File: src/hdl/assert_macros.svh
// assertion macros used by the rtl file sorted_unique_set_table.sv
`ifndef ASSERT_MACROS_SVH
`define ASSERT_MACROS_SVH

// concurrent assertion of a property, checked on every rising clock edge out of reset
`define SUT_ASSERT(lbl, prop, msg) \
  lbl: assert property (@(posedge clk_i) disable iff (!rst_ni) (prop)) else $error(msg);

// next-cycle implication
`define SUT_ASSERT_NEXT(lbl, ante, cons, msg) \
  lbl: assert property (@(posedge clk_i) disable iff (!rst_ni) (ante) |=> (cons)) \
    else $error(msg);

`endif

File: src/hdl/sutab_pkg.sv
// package for the sorted unique set table: sizes, codes and cell control
package sutab_pkg;

  localparam int unsigned CAPACITY    = 16;
  localparam int unsigned VALUE_WIDTH = 32;
  localparam int unsigned CNT_W       = $clog2(CAPACITY + 1);

  typedef logic signed [VALUE_WIDTH-1:0] value_t;
  typedef logic [CNT_W-1:0]              count_t;

  typedef enum logic [1:0] {
    OP_INSERT = 2'd0,
    OP_ERASE  = 2'd1,
    OP_CHECK  = 2'd2,
    OP_SPARE  = 2'd3
  } op_e;

  typedef enum logic [1:0] {
    ST_DONE = 2'd0,
    ST_DUP  = 2'd1,
    ST_MISS = 2'd2,
    ST_FULL = 2'd3
  } status_e;

  typedef struct packed {
    logic ins;
    logic ers;
  } cell_ctrl_t;

endpackage

File: src/hdl/sutab_cell.sv
// one compare-and-shift cell of the sorted table
module sutab_cell
  import sutab_pkg::*;
(
  input  logic       clk_i,
  input  logic       rst_ni,
  input  cell_ctrl_t ctrl_i,
  input  value_t     key_i,
  input  logic       lt_left_i,
  input  value_t     entry_left_i,
  input  logic       valid_left_i,
  input  value_t     entry_right_i,
  input  logic       valid_right_i,
  output logic       lt_o,
  output logic       eq_o,
  output value_t     entry_o,
  output logic       valid_o
);

  value_t entry_q, entry_d;
  logic   valid_q, valid_d;

  assign lt_o    = valid_q && (entry_q < key_i);
  assign eq_o    = valid_q && (entry_q == key_i);
  assign entry_o = entry_q;
  assign valid_o = valid_q;

  always_comb begin
    entry_d = entry_q;
    valid_d = valid_q;
    if (ctrl_i.ins && !lt_o) begin
      if (lt_left_i) begin
        entry_d = key_i;
        valid_d = 1'b1;
      end else begin
        entry_d = entry_left_i;
        valid_d = valid_left_i;
      end
    end else if (ctrl_i.ers && !lt_o) begin
      entry_d = entry_right_i;
      valid_d = valid_right_i;
    end
  end

  always_ff @(posedge clk_i or negedge rst_ni) begin
    if (!rst_ni) begin
      valid_q <= 1'b0;
    end else begin
      valid_q <= valid_d;
    end
  end

  always_ff @(posedge clk_i) begin
    entry_q <= entry_d;
  end

endmodule

File: src/hdl/sorted_unique_set_table.sv
// Sorted unique set table: holds up to 16 distinct signed 32-bit values in
// ascending order in a row of compare-and-shift cells. Each word (opcode and
// value) is taken when start_i is high; busy_o stays low, so a new word may
// follow every cycle. The result appears with done_o in the cycle after the
// word is taken and is shown for that single cycle only, as the receiver
// cannot stall; it must be captured then. All cells compare against the value
// at once, so the cells update at the same clock edge that registers the result.
`include "assert_macros.svh"

module sorted_unique_set_table
  import sutab_pkg::*;
(
  input  logic        clk_i,
  input  logic        rst_ni,
  input  logic        start_i,
  output logic        busy_o,
  input  logic [1:0]  opcode_i,
  input  logic [31:0] key_value_i,
  output logic        done_o,
  output logic        was_present_o,
  output logic [1:0]  status_o,
  output logic [4:0]  entry_count_o
);

  value_t               key;
  logic [CAPACITY:0]    lt_chain;
  value_t               entry_chain [CAPACITY+1];
  logic [CAPACITY:0]    valid_chain;
  logic [CAPACITY-1:0]  eq_vec;
  logic                 found;
  logic                 full;
  op_e                  op;
  cell_ctrl_t           ctrl;
  status_e              status_d;
  count_t               count_q, count_d;
  logic                 done_q;
  logic                 present_q;
  status_e              status_q;
  logic [CNT_W+4:0]     count_ext;

  assign key  = value_t'(key_value_i);
  assign op   = op_e'(opcode_i);
  assign found = |eq_vec;
  assign full  = valid_chain[CAPACITY-1];

  assign lt_chain[0]           = 1'b1;
  assign entry_chain[CAPACITY] = '0;
  assign valid_chain[CAPACITY] = 1'b0;

  for (genvar i = 0; i < CAPACITY; i++) begin : g_cell
    value_t left_entry;
    logic   left_valid;
    if (i == 0) begin : g_head
      assign left_entry = '0;
      assign left_valid = 1'b0;
    end else begin : g_body
      assign left_entry = entry_chain[i-1];
      assign left_valid = valid_chain[i-1];
    end
    sutab_cell u_cell (
      .clk_i         (clk_i),
      .rst_ni        (rst_ni),
      .ctrl_i        (ctrl),
      .key_i         (key),
      .lt_left_i     (lt_chain[i]),
      .entry_left_i  (left_entry),
      .valid_left_i  (left_valid),
      .entry_right_i (entry_chain[i+1]),
      .valid_right_i (valid_chain[i+1]),
      .lt_o          (lt_chain[i+1]),
      .eq_o          (eq_vec[i]),
      .entry_o       (entry_chain[i]),
      .valid_o       (valid_chain[i])
    );
  end

  always_comb begin
    ctrl     = '0;
    count_d  = count_q;
    status_d = found ? ST_DONE : ST_MISS;
    unique case (op)
      OP_INSERT: begin
        if (found) begin
          status_d = ST_DUP;
        end else if (full) begin
          status_d = ST_FULL;
        end else begin
          ctrl.ins = start_i;
          count_d  = count_q + count_t'(1);
          status_d = ST_DONE;
        end
      end
      OP_ERASE: begin
        if (found) begin
          ctrl.ers = start_i;
          count_d  = count_q - count_t'(1);
        end
      end
      OP_CHECK, OP_SPARE: begin
      end
      default: begin
      end
    endcase
  end

  always_ff @(posedge clk_i or negedge rst_ni) begin
    if (!rst_ni) begin
      count_q <= '0;
      done_q  <= 1'b0;
    end else begin
      done_q <= start_i;
      if (start_i) begin
        count_q <= count_d;
      end
    end
  end

  // result word
  always_ff @(posedge clk_i) begin
    if (start_i) begin
      present_q <= found;
      status_q  <= status_d;
    end
  end

  // update never stalls, so busy is tied low
  assign busy_o        = 1'b0;
  assign done_o        = done_q;
  assign was_present_o = present_q;
  assign status_o      = status_q;
  assign count_ext     = {5'b0, count_q};
  assign entry_count_o = count_ext[4:0];

  `SUT_ASSERT(a_count_bound, count_q <= count_t'(CAPACITY), "entry count above capacity")
  `SUT_ASSERT(a_valid_thermo, $countones(valid_chain) == int'(count_q), "valid cells and count differ")
  `SUT_ASSERT_NEXT(a_strobe, start_i, done_o, "result strobe missing after start")
  `SUT_ASSERT(a_full_status, !(done_o && status_o == ST_FULL) || count_q == count_t'(CAPACITY), "full status with free space")

endmodule

File: config.mk
export PLATFORM = sky130hd
export DESIGN_NAME = sorted_unique_set_table
export DESIGN_NICKNAME = d
export VERILOG_FILES = /design/src/hdl/sutab_pkg.sv /design/src/hdl/sutab_cell.sv /design/src/hdl/sorted_unique_set_table.sv
export VERILOG_INCLUDE_DIRS = /design/src /design/src/hdl
export SDC_FILE = /design/constraint.sdc
export NUM_CORES = 2
export LEC_CHECK = 0
export BUFFER_PORTS_ARGS = -buffer_cell sky130_fd_sc_hd__buf_2
export CORE_MARGIN = 1
export CORE_UTILIZATION = 44
export CTS_BUF_LIST = sky130_fd_sc_hd__clkbuf_2
export DETAILED_ROUTE_END_ITERATION = 8
export PLACE_DENSITY = 0.63
export RECOVER_POWER = 25
export SLEW_MARGIN = 10
export SYNTH_ARGS = -nofsm -noshare
export SYNTH_HDL_FRONTEND = slang
export SYNTH_SLANG_ARGS = --single-unit
File: constraint.sdc
create_clock -name clk_i -period 7.9 [get_ports clk_i]
set_input_delay 1.185 -clock clk_i [delete_from_list [all_inputs] [get_ports clk_i]]
set_output_delay 1.185 -clock clk_i [all_outputs]
set_load 0.05 [all_outputs]
==> results_tabular.tex <==
\begin{tabular}{lr}
\hline
Metric & Value \\
\hline
\multicolumn{2}{l}{\textbf{Detailed routing}} \\
\quad DRC violation total after the first TritonRoute iteration & 1809 \\
\quad Remaining routing DRC violations & 0 \\
\quad Post-detailed-route via-to-cell ratio & 5.924 \\
\quad Number of detailed-routing iterations run before antenna repair & 5 \\
\quad Routed WL & 110.9 mm \\
\quad Total via count in the routed design & 27820 \\
\quad Average wire per standard cell & 23.62 um \\
\quad Antenna-violating nets left & 0 \\
\multicolumn{2}{l}{\textbf{CTS}} \\
\quad CTS HTree Levels & 4 \\
\quad Clock input transition at the sequential cells of the worst setup and hold paths & 0.08 ns \\
\quad Library cell used as clock root buffer & sky130\_fd\_sc\_hd\_\_clkbuf\_2 \\
\quad Num CTS Buffers & 160 \\
\quad Insertion delay of the later-clocked pin in the worst-skew pair & 1.40 ns \\
\quad Maximum number of buffers from clock root to sink & 3 \\
\quad TritonCTS clock tree & yes \\
\quad CTS-repair resized insts & 0 \\
\quad Post-CTS setup buffer count & 0 \\
\quad Hold-fix buffer count after cts & 2 \\
\quad Clock sink count & 537 \\
\multicolumn{2}{l}{\textbf{Layout}} \\
\quad Finished Layout Cells & 4696 \\
\quad Layout Area Growth over Synthesis & 7.109\% \\
\quad Area occupied by multi-input gates & 0.02363 mm2 \\
\quad Fraction of final layout cells with drive strength greater than 1 & 0.2759 \\
\quad Register area & 0.01602 mm2 \\
\quad Total Nets Final & 3942 \\
\quad Filler cells & 8380 \\
\multicolumn{2}{l}{\textbf{Global route}} \\
\quad Initial antenna violation count & 5 \\
\quad Via count of the first global-routing pass & 28660 \\
\quad Congestion Overflow GR & 0 \\
\quad Largest net degree at the start of global routing & 37 \\
\quad GRT Resource Usage Total & 0.2371 \\
\quad Wire length of the first global-routing pass & 171.8 mm \\
\quad Fraction of met2 tracks used by global routing & 0.3880 \\
\quad M1 GR Usage & 0.3140 \\
\quad GR Layer Usage met3 & 0.03598 \\
\quad Busiest grt layer & met2 \\
\multicolumn{2}{l}{\textbf{STA}} \\
\quad Number of failing setup endpoints in the final timing report & 0 \\
\quad Max-Slew Margin vs Limit & -0.5947 \\
\quad Part of the cycle the worst path needs & 0.8097 \\
\quad Hold slack final & 0.1705 ns \\
\quad Fmax & 156.3 MHz \\
\quad Setup tns final & 0 ns \\
\quad Max Clock Skew & 0.1017 ns \\
\quad Final hold vios & 0 \\
\quad Post-layout minimum cycle time & 6.397 ns \\
\quad RSZ-0062 raised after global routing & no \\
\quad Setup slack of the critical path after layout & 1.503 ns \\
\quad Fin. max-slew vios & 110 \\
\quad Worst-Margin Slew & 2.326 ns \\
\multicolumn{2}{l}{\textbf{Setup path}} \\
\quad CP bufs+invs & 3 \\
\quad Crit-path max cell delay & 1.14 ns \\
\quad Max Fanout on Critical Path & 17 \\
\quad Critical Path End Type & flop \\
\quad WP data arrival & 7.39 ns \\
\quad Worst setup path class & input port to flop \\
\quad Critical Path Start Type & input port \\
\quad Highest-delay cell along the critical path & sky130\_fd\_sc\_hd\_\_nor2\_1 \\
\quad Crit Reg-Reg Endpoint & g\_cell[11].u\_cell.entry\_o[16]\$\_DFFE\_PP\_ \\
\quad Most numerous cell on the critical path & sky130\_fd\_sc\_hd\_\_nand4\_1 \\
\quad Setup slack of the most critical reg-to-reg path & 2.43 ns \\
\quad Worst EP required & 8.90 ns \\
\quad Critical Path, Cell by Cell & clkbuf\_1 > inv\_1 > ha\_1 > and4\_1 > nor4b\_1 > nand4\_1 > nand4\_1 > or4\_1 > mux2\_1 > nor2\_1 > buf\_4 \\
\quad Cells on worst reg2reg path & 9 \\
\quad Worst reg2reg path startpoint & g\_cell[2].u\_cell.entry\_o[21]\$\_DFFE\_PP\_ \\
\quad Critical path's top delay family & simple AND/OR/NAND/NOR gates \\
\multicolumn{2}{l}{\textbf{Synth}} \\
\quad Commonest cells post-synth & sky130\_fd\_sc\_hd\_\_mux2\_2, sky130\_fd\_sc\_hd\_\_edfxtp\_1, sky130\_fd\_sc\_hd\_\_ha\_1 \\
\quad Top flip-flop cell by instance count after synthesis & sky130\_fd\_sc\_hd\_\_edfxtp\_1 \\
\quad Cell count after synthesis & 3275 \\
\quad Asr flop ratio synth & 0.04097 \\
\quad Warnings from Yosys & 0 \\
\quad Number of flops mapped to enable cells by yosys & 515 \\
\quad Synthesized area per cell & 12.40 um2 \\
\quad Most common cell in the synthesized netlist & sky130\_fd\_sc\_hd\_\_mux2\_2 \\
\quad Total of flip-flops plus latches after synthesis & 537 \\
\quad Syn\_nets & 3828 \\
\quad Netlist Area Pre-Place & 0.04061 mm2 \\
\quad Cell type with the highest aggregate area in the netlist & sky130\_fd\_sc\_hd\_\_edfxtp\_1 \\
\quad Yosys top cell area share & 0.3809 \\
\quad Top post-synthesis cells by area & sky130\_fd\_sc\_hd\_\_edfxtp\_1, sky130\_fd\_sc\_hd\_\_mux2\_2, sky130\_fd\_sc\_hd\_\_ha\_1, sky130\_fd\_sc\_hd\_\_mux2\_1, sky130\_fd\_sc\_hd\_\_a21oi\_1 \\
\quad Post-synthesis sequential area ratio & 0.3944 \\
\quad Number of library cell types mapped by synthesis & 72 \\
\multicolumn{2}{l}{\textbf{Die}} \\
\quad Die W & 305.8 um \\
\quad Area of the die & 0.09350 mm2 \\
\quad Area of the core & 0.09152 mm2 \\
\quad Height of the die & 305.8 um \\
\quad Starting density of the core & 0.4437 \\
\quad \# IOs & 47 \\
\quad FP Rows & 111 \\
\multicolumn{2}{l}{\textbf{Placed design}} \\
\quad Quantity of I/O buffers inserted on ports & 45 \\
\quad Final weighted congestion in routability-driven placement & 0.8905 \\
\quad HPWL Detailed & 85.96 mm \\
\quad Worst-case setup slack after placement & 1.257 ns \\
\quad Cell count after placement & 4411 \\
\multicolumn{2}{l}{\textbf{Status}} \\
\quad Failing checks & max-capacitance violations, max-slew violations \\
\quad Status & finished with violations \\
\multicolumn{2}{l}{\textbf{Min path}} \\
\quad Min-Delay Startpoint & opcode\_i[0] \\
\quad Capture endpoint of the worst hold path & status\_o[0]\$\_SDFFCE\_PN0P\_ \\
\quad Worst hold path depth & 2 \\
\quad Hold crit path type & input port to flop \\
\multicolumn{2}{l}{\textbf{Power and ir drop}} \\
\quad P per Cell Area & 157.2 mW/mm2 \\
\quad Static power due to leakage & 0.01671 uW \\
\quad Total design power & 6839 uW \\
\quad Peak VDD IR & 102.3 uV \\
\multicolumn{2}{l}{\textbf{Flow run}} \\
\quad Maxcap violations & 4 \\
\hline
\end{tabular}
==> per-layer routing <==
| layer | up-vias | routed length [um] |
|---|---|---|
| met5 | - | 0 |
| met4 | 0 | 3685 |
| met3 | 210 | 4825 |
| met2 | 690 | 51700 |
| met1 | 13680 | 50720 |
| li1 | 13240 | - |
==> worst register-to-register path, stage by stage (launching register included) <==
cell and delay, ns:
sky130_fd_sc_hd__edfxtp_1 0.46, sky130_fd_sc_hd__ha_1 0.32, sky130_fd_sc_hd__and4_1 0.28, sky130_fd_sc_hd__nor4b_1 0.66, sky130_fd_sc_hd__nand4_1 0.41, sky130_fd_sc_hd__nand4_1 0.26
sky130_fd_sc_hd__or4_1 0.38, sky130_fd_sc_hd__mux2_1 0.74, sky130_fd_sc_hd__nor2_1 1.14, sky130_fd_sc_hd__buf_4 0.45
==> registers in the layout, indices dropped and copies added (netlist names) <==
signal,count
done_o,1
was_present_o,1
g_cell.u_cell.valid_o,16
g_cell.u_cell.entry_o,512
status_o,2
entry_count_o,5
==> cell type report <==
class / instances / share of cell area
multi-input combinational: 2526 / 0.5433
sequential: 537 / 0.3682
inverter: 61 / 0.005265
clock inverter: 34 / 0.006243
antenna: 5 / 0.0002877
clock buffer: 244 / 0.02808
tap: 1186 / 0.03412
timing repair buffer: 103 / 0.01447
==> worst max path at each step <==
stage / start / endpoint / cells past startpoint
after global routing: key_value_i[23] / g_cell[11].u_cell.entry_o[16]$_DFFE_PP_ / 11
after floorplan: key_value_i[22] / g_cell[0].u_cell.entry_o[0]$_DFFE_PP_ / 12
after detailed placement: key_value_i[23] / g_cell[0].u_cell.entry_o[25]$_DFFE_PP_ / 12
after CTS: key_value_i[23] / g_cell[4].u_cell.entry_o[31]$_DFFE_PP_ / 11
after global placement: key_value_i[23] / g_cell[4].u_cell.entry_o[23]$_DFFE_PP_ / 11
final: key_value_i[23] / g_cell[11].u_cell.entry_o[16]$_DFFE_PP_ / 11
==> report_power, final <==
part | total (uW) | leakage, uW | internal [uW] | switching [uW]
sequential | 3200 | 0.00492 | 3110 | 93.1
clock | 2270 | 0.00113 | 973 | 1300
combinational | 1370 | 0.0107 | 592 | 776
total | 6840 | 0.0167 | 4670 | 2170
==> cells in the final DEF, fill, tap and decap left out, types with 11 or more instances in the layout <==
cell type | synthesis | final
sky130_fd_sc_hd__clkinv_1 | 0 | 24
sky130_fd_sc_hd__o21a_1 | 17 | 17
sky130_fd_sc_hd__nand3_1 | 57 | 57
sky130_fd_sc_hd__nor2_4 | 1 | 13
sky130_fd_sc_hd__mux2_1 | 320 | 324
sky130_fd_sc_hd__nor4_1 | 13 | 13
sky130_fd_sc_hd__nor2b_1 | 27 | 27
sky130_fd_sc_hd__a21o_1 | 71 | 71
sky130_fd_sc_hd__dfrtp_1 | 22 | 22
sky130_fd_sc_hd__mux2i_1 | 47 | 44
sky130_fd_sc_hd__and4_1 | 11 | 11
sky130_fd_sc_hd__mux2_2 | 581 | 577
sky130_fd_sc_hd__inv_1 | 61 | 61
sky130_fd_sc_hd__nor3_1 | 16 | 15
sky130_fd_sc_hd__nor2_1 | 86 | 74
sky130_fd_sc_hd__o21ai_0 | 84 | 84
sky130_fd_sc_hd__nand2_1 | 89 | 89
sky130_fd_sc_hd__ha_1 | 515 | 515
sky130_fd_sc_hd__o211ai_1 | 53 | 53
sky130_fd_sc_hd__buf_2 | 21 | 33
sky130_fd_sc_hd__edfxtp_1 | 515 | 515
sky130_fd_sc_hd__a21oi_1 | 253 | 249
sky130_fd_sc_hd__clkbuf_1 | 86 | 21
sky130_fd_sc_hd__nand4_1 | 152 | 152
sky130_fd_sc_hd__buf_4 | 4 | 46
sky130_fd_sc_hd__clkbuf_2 | 0 | 244
sky130_fd_sc_hd__nand2b_1 | 20 | 20
==> logic make-up after synthesis <==
| kind of cell | synth area share |
|---|---|
| flip-flops | 0.3944 |
| XOR/XNOR | 0.001726 |
| AO/OA/AOI/OAI | 0.08061 |
| multiplexers | 0.2635 |
| AND/OR/NAND/NOR | 0.07143 |
| buffers and inverters | 0.02906 |
| other | 0.00009235 |
| adder cells (fa/ha/maj) | 0.1592 |
==> through the flow <==
stage | utilization | cell area, um2
after floorplan | - | 40610
after global placement | 0.4595 | 42050
after detailed placement | 0.4595 | 42050
after CTS | 0.4760 | 43560
after global routing | 0.4752 | 43490
final | 0.4752 | 43490
Power figures use the tool's default switching activity.
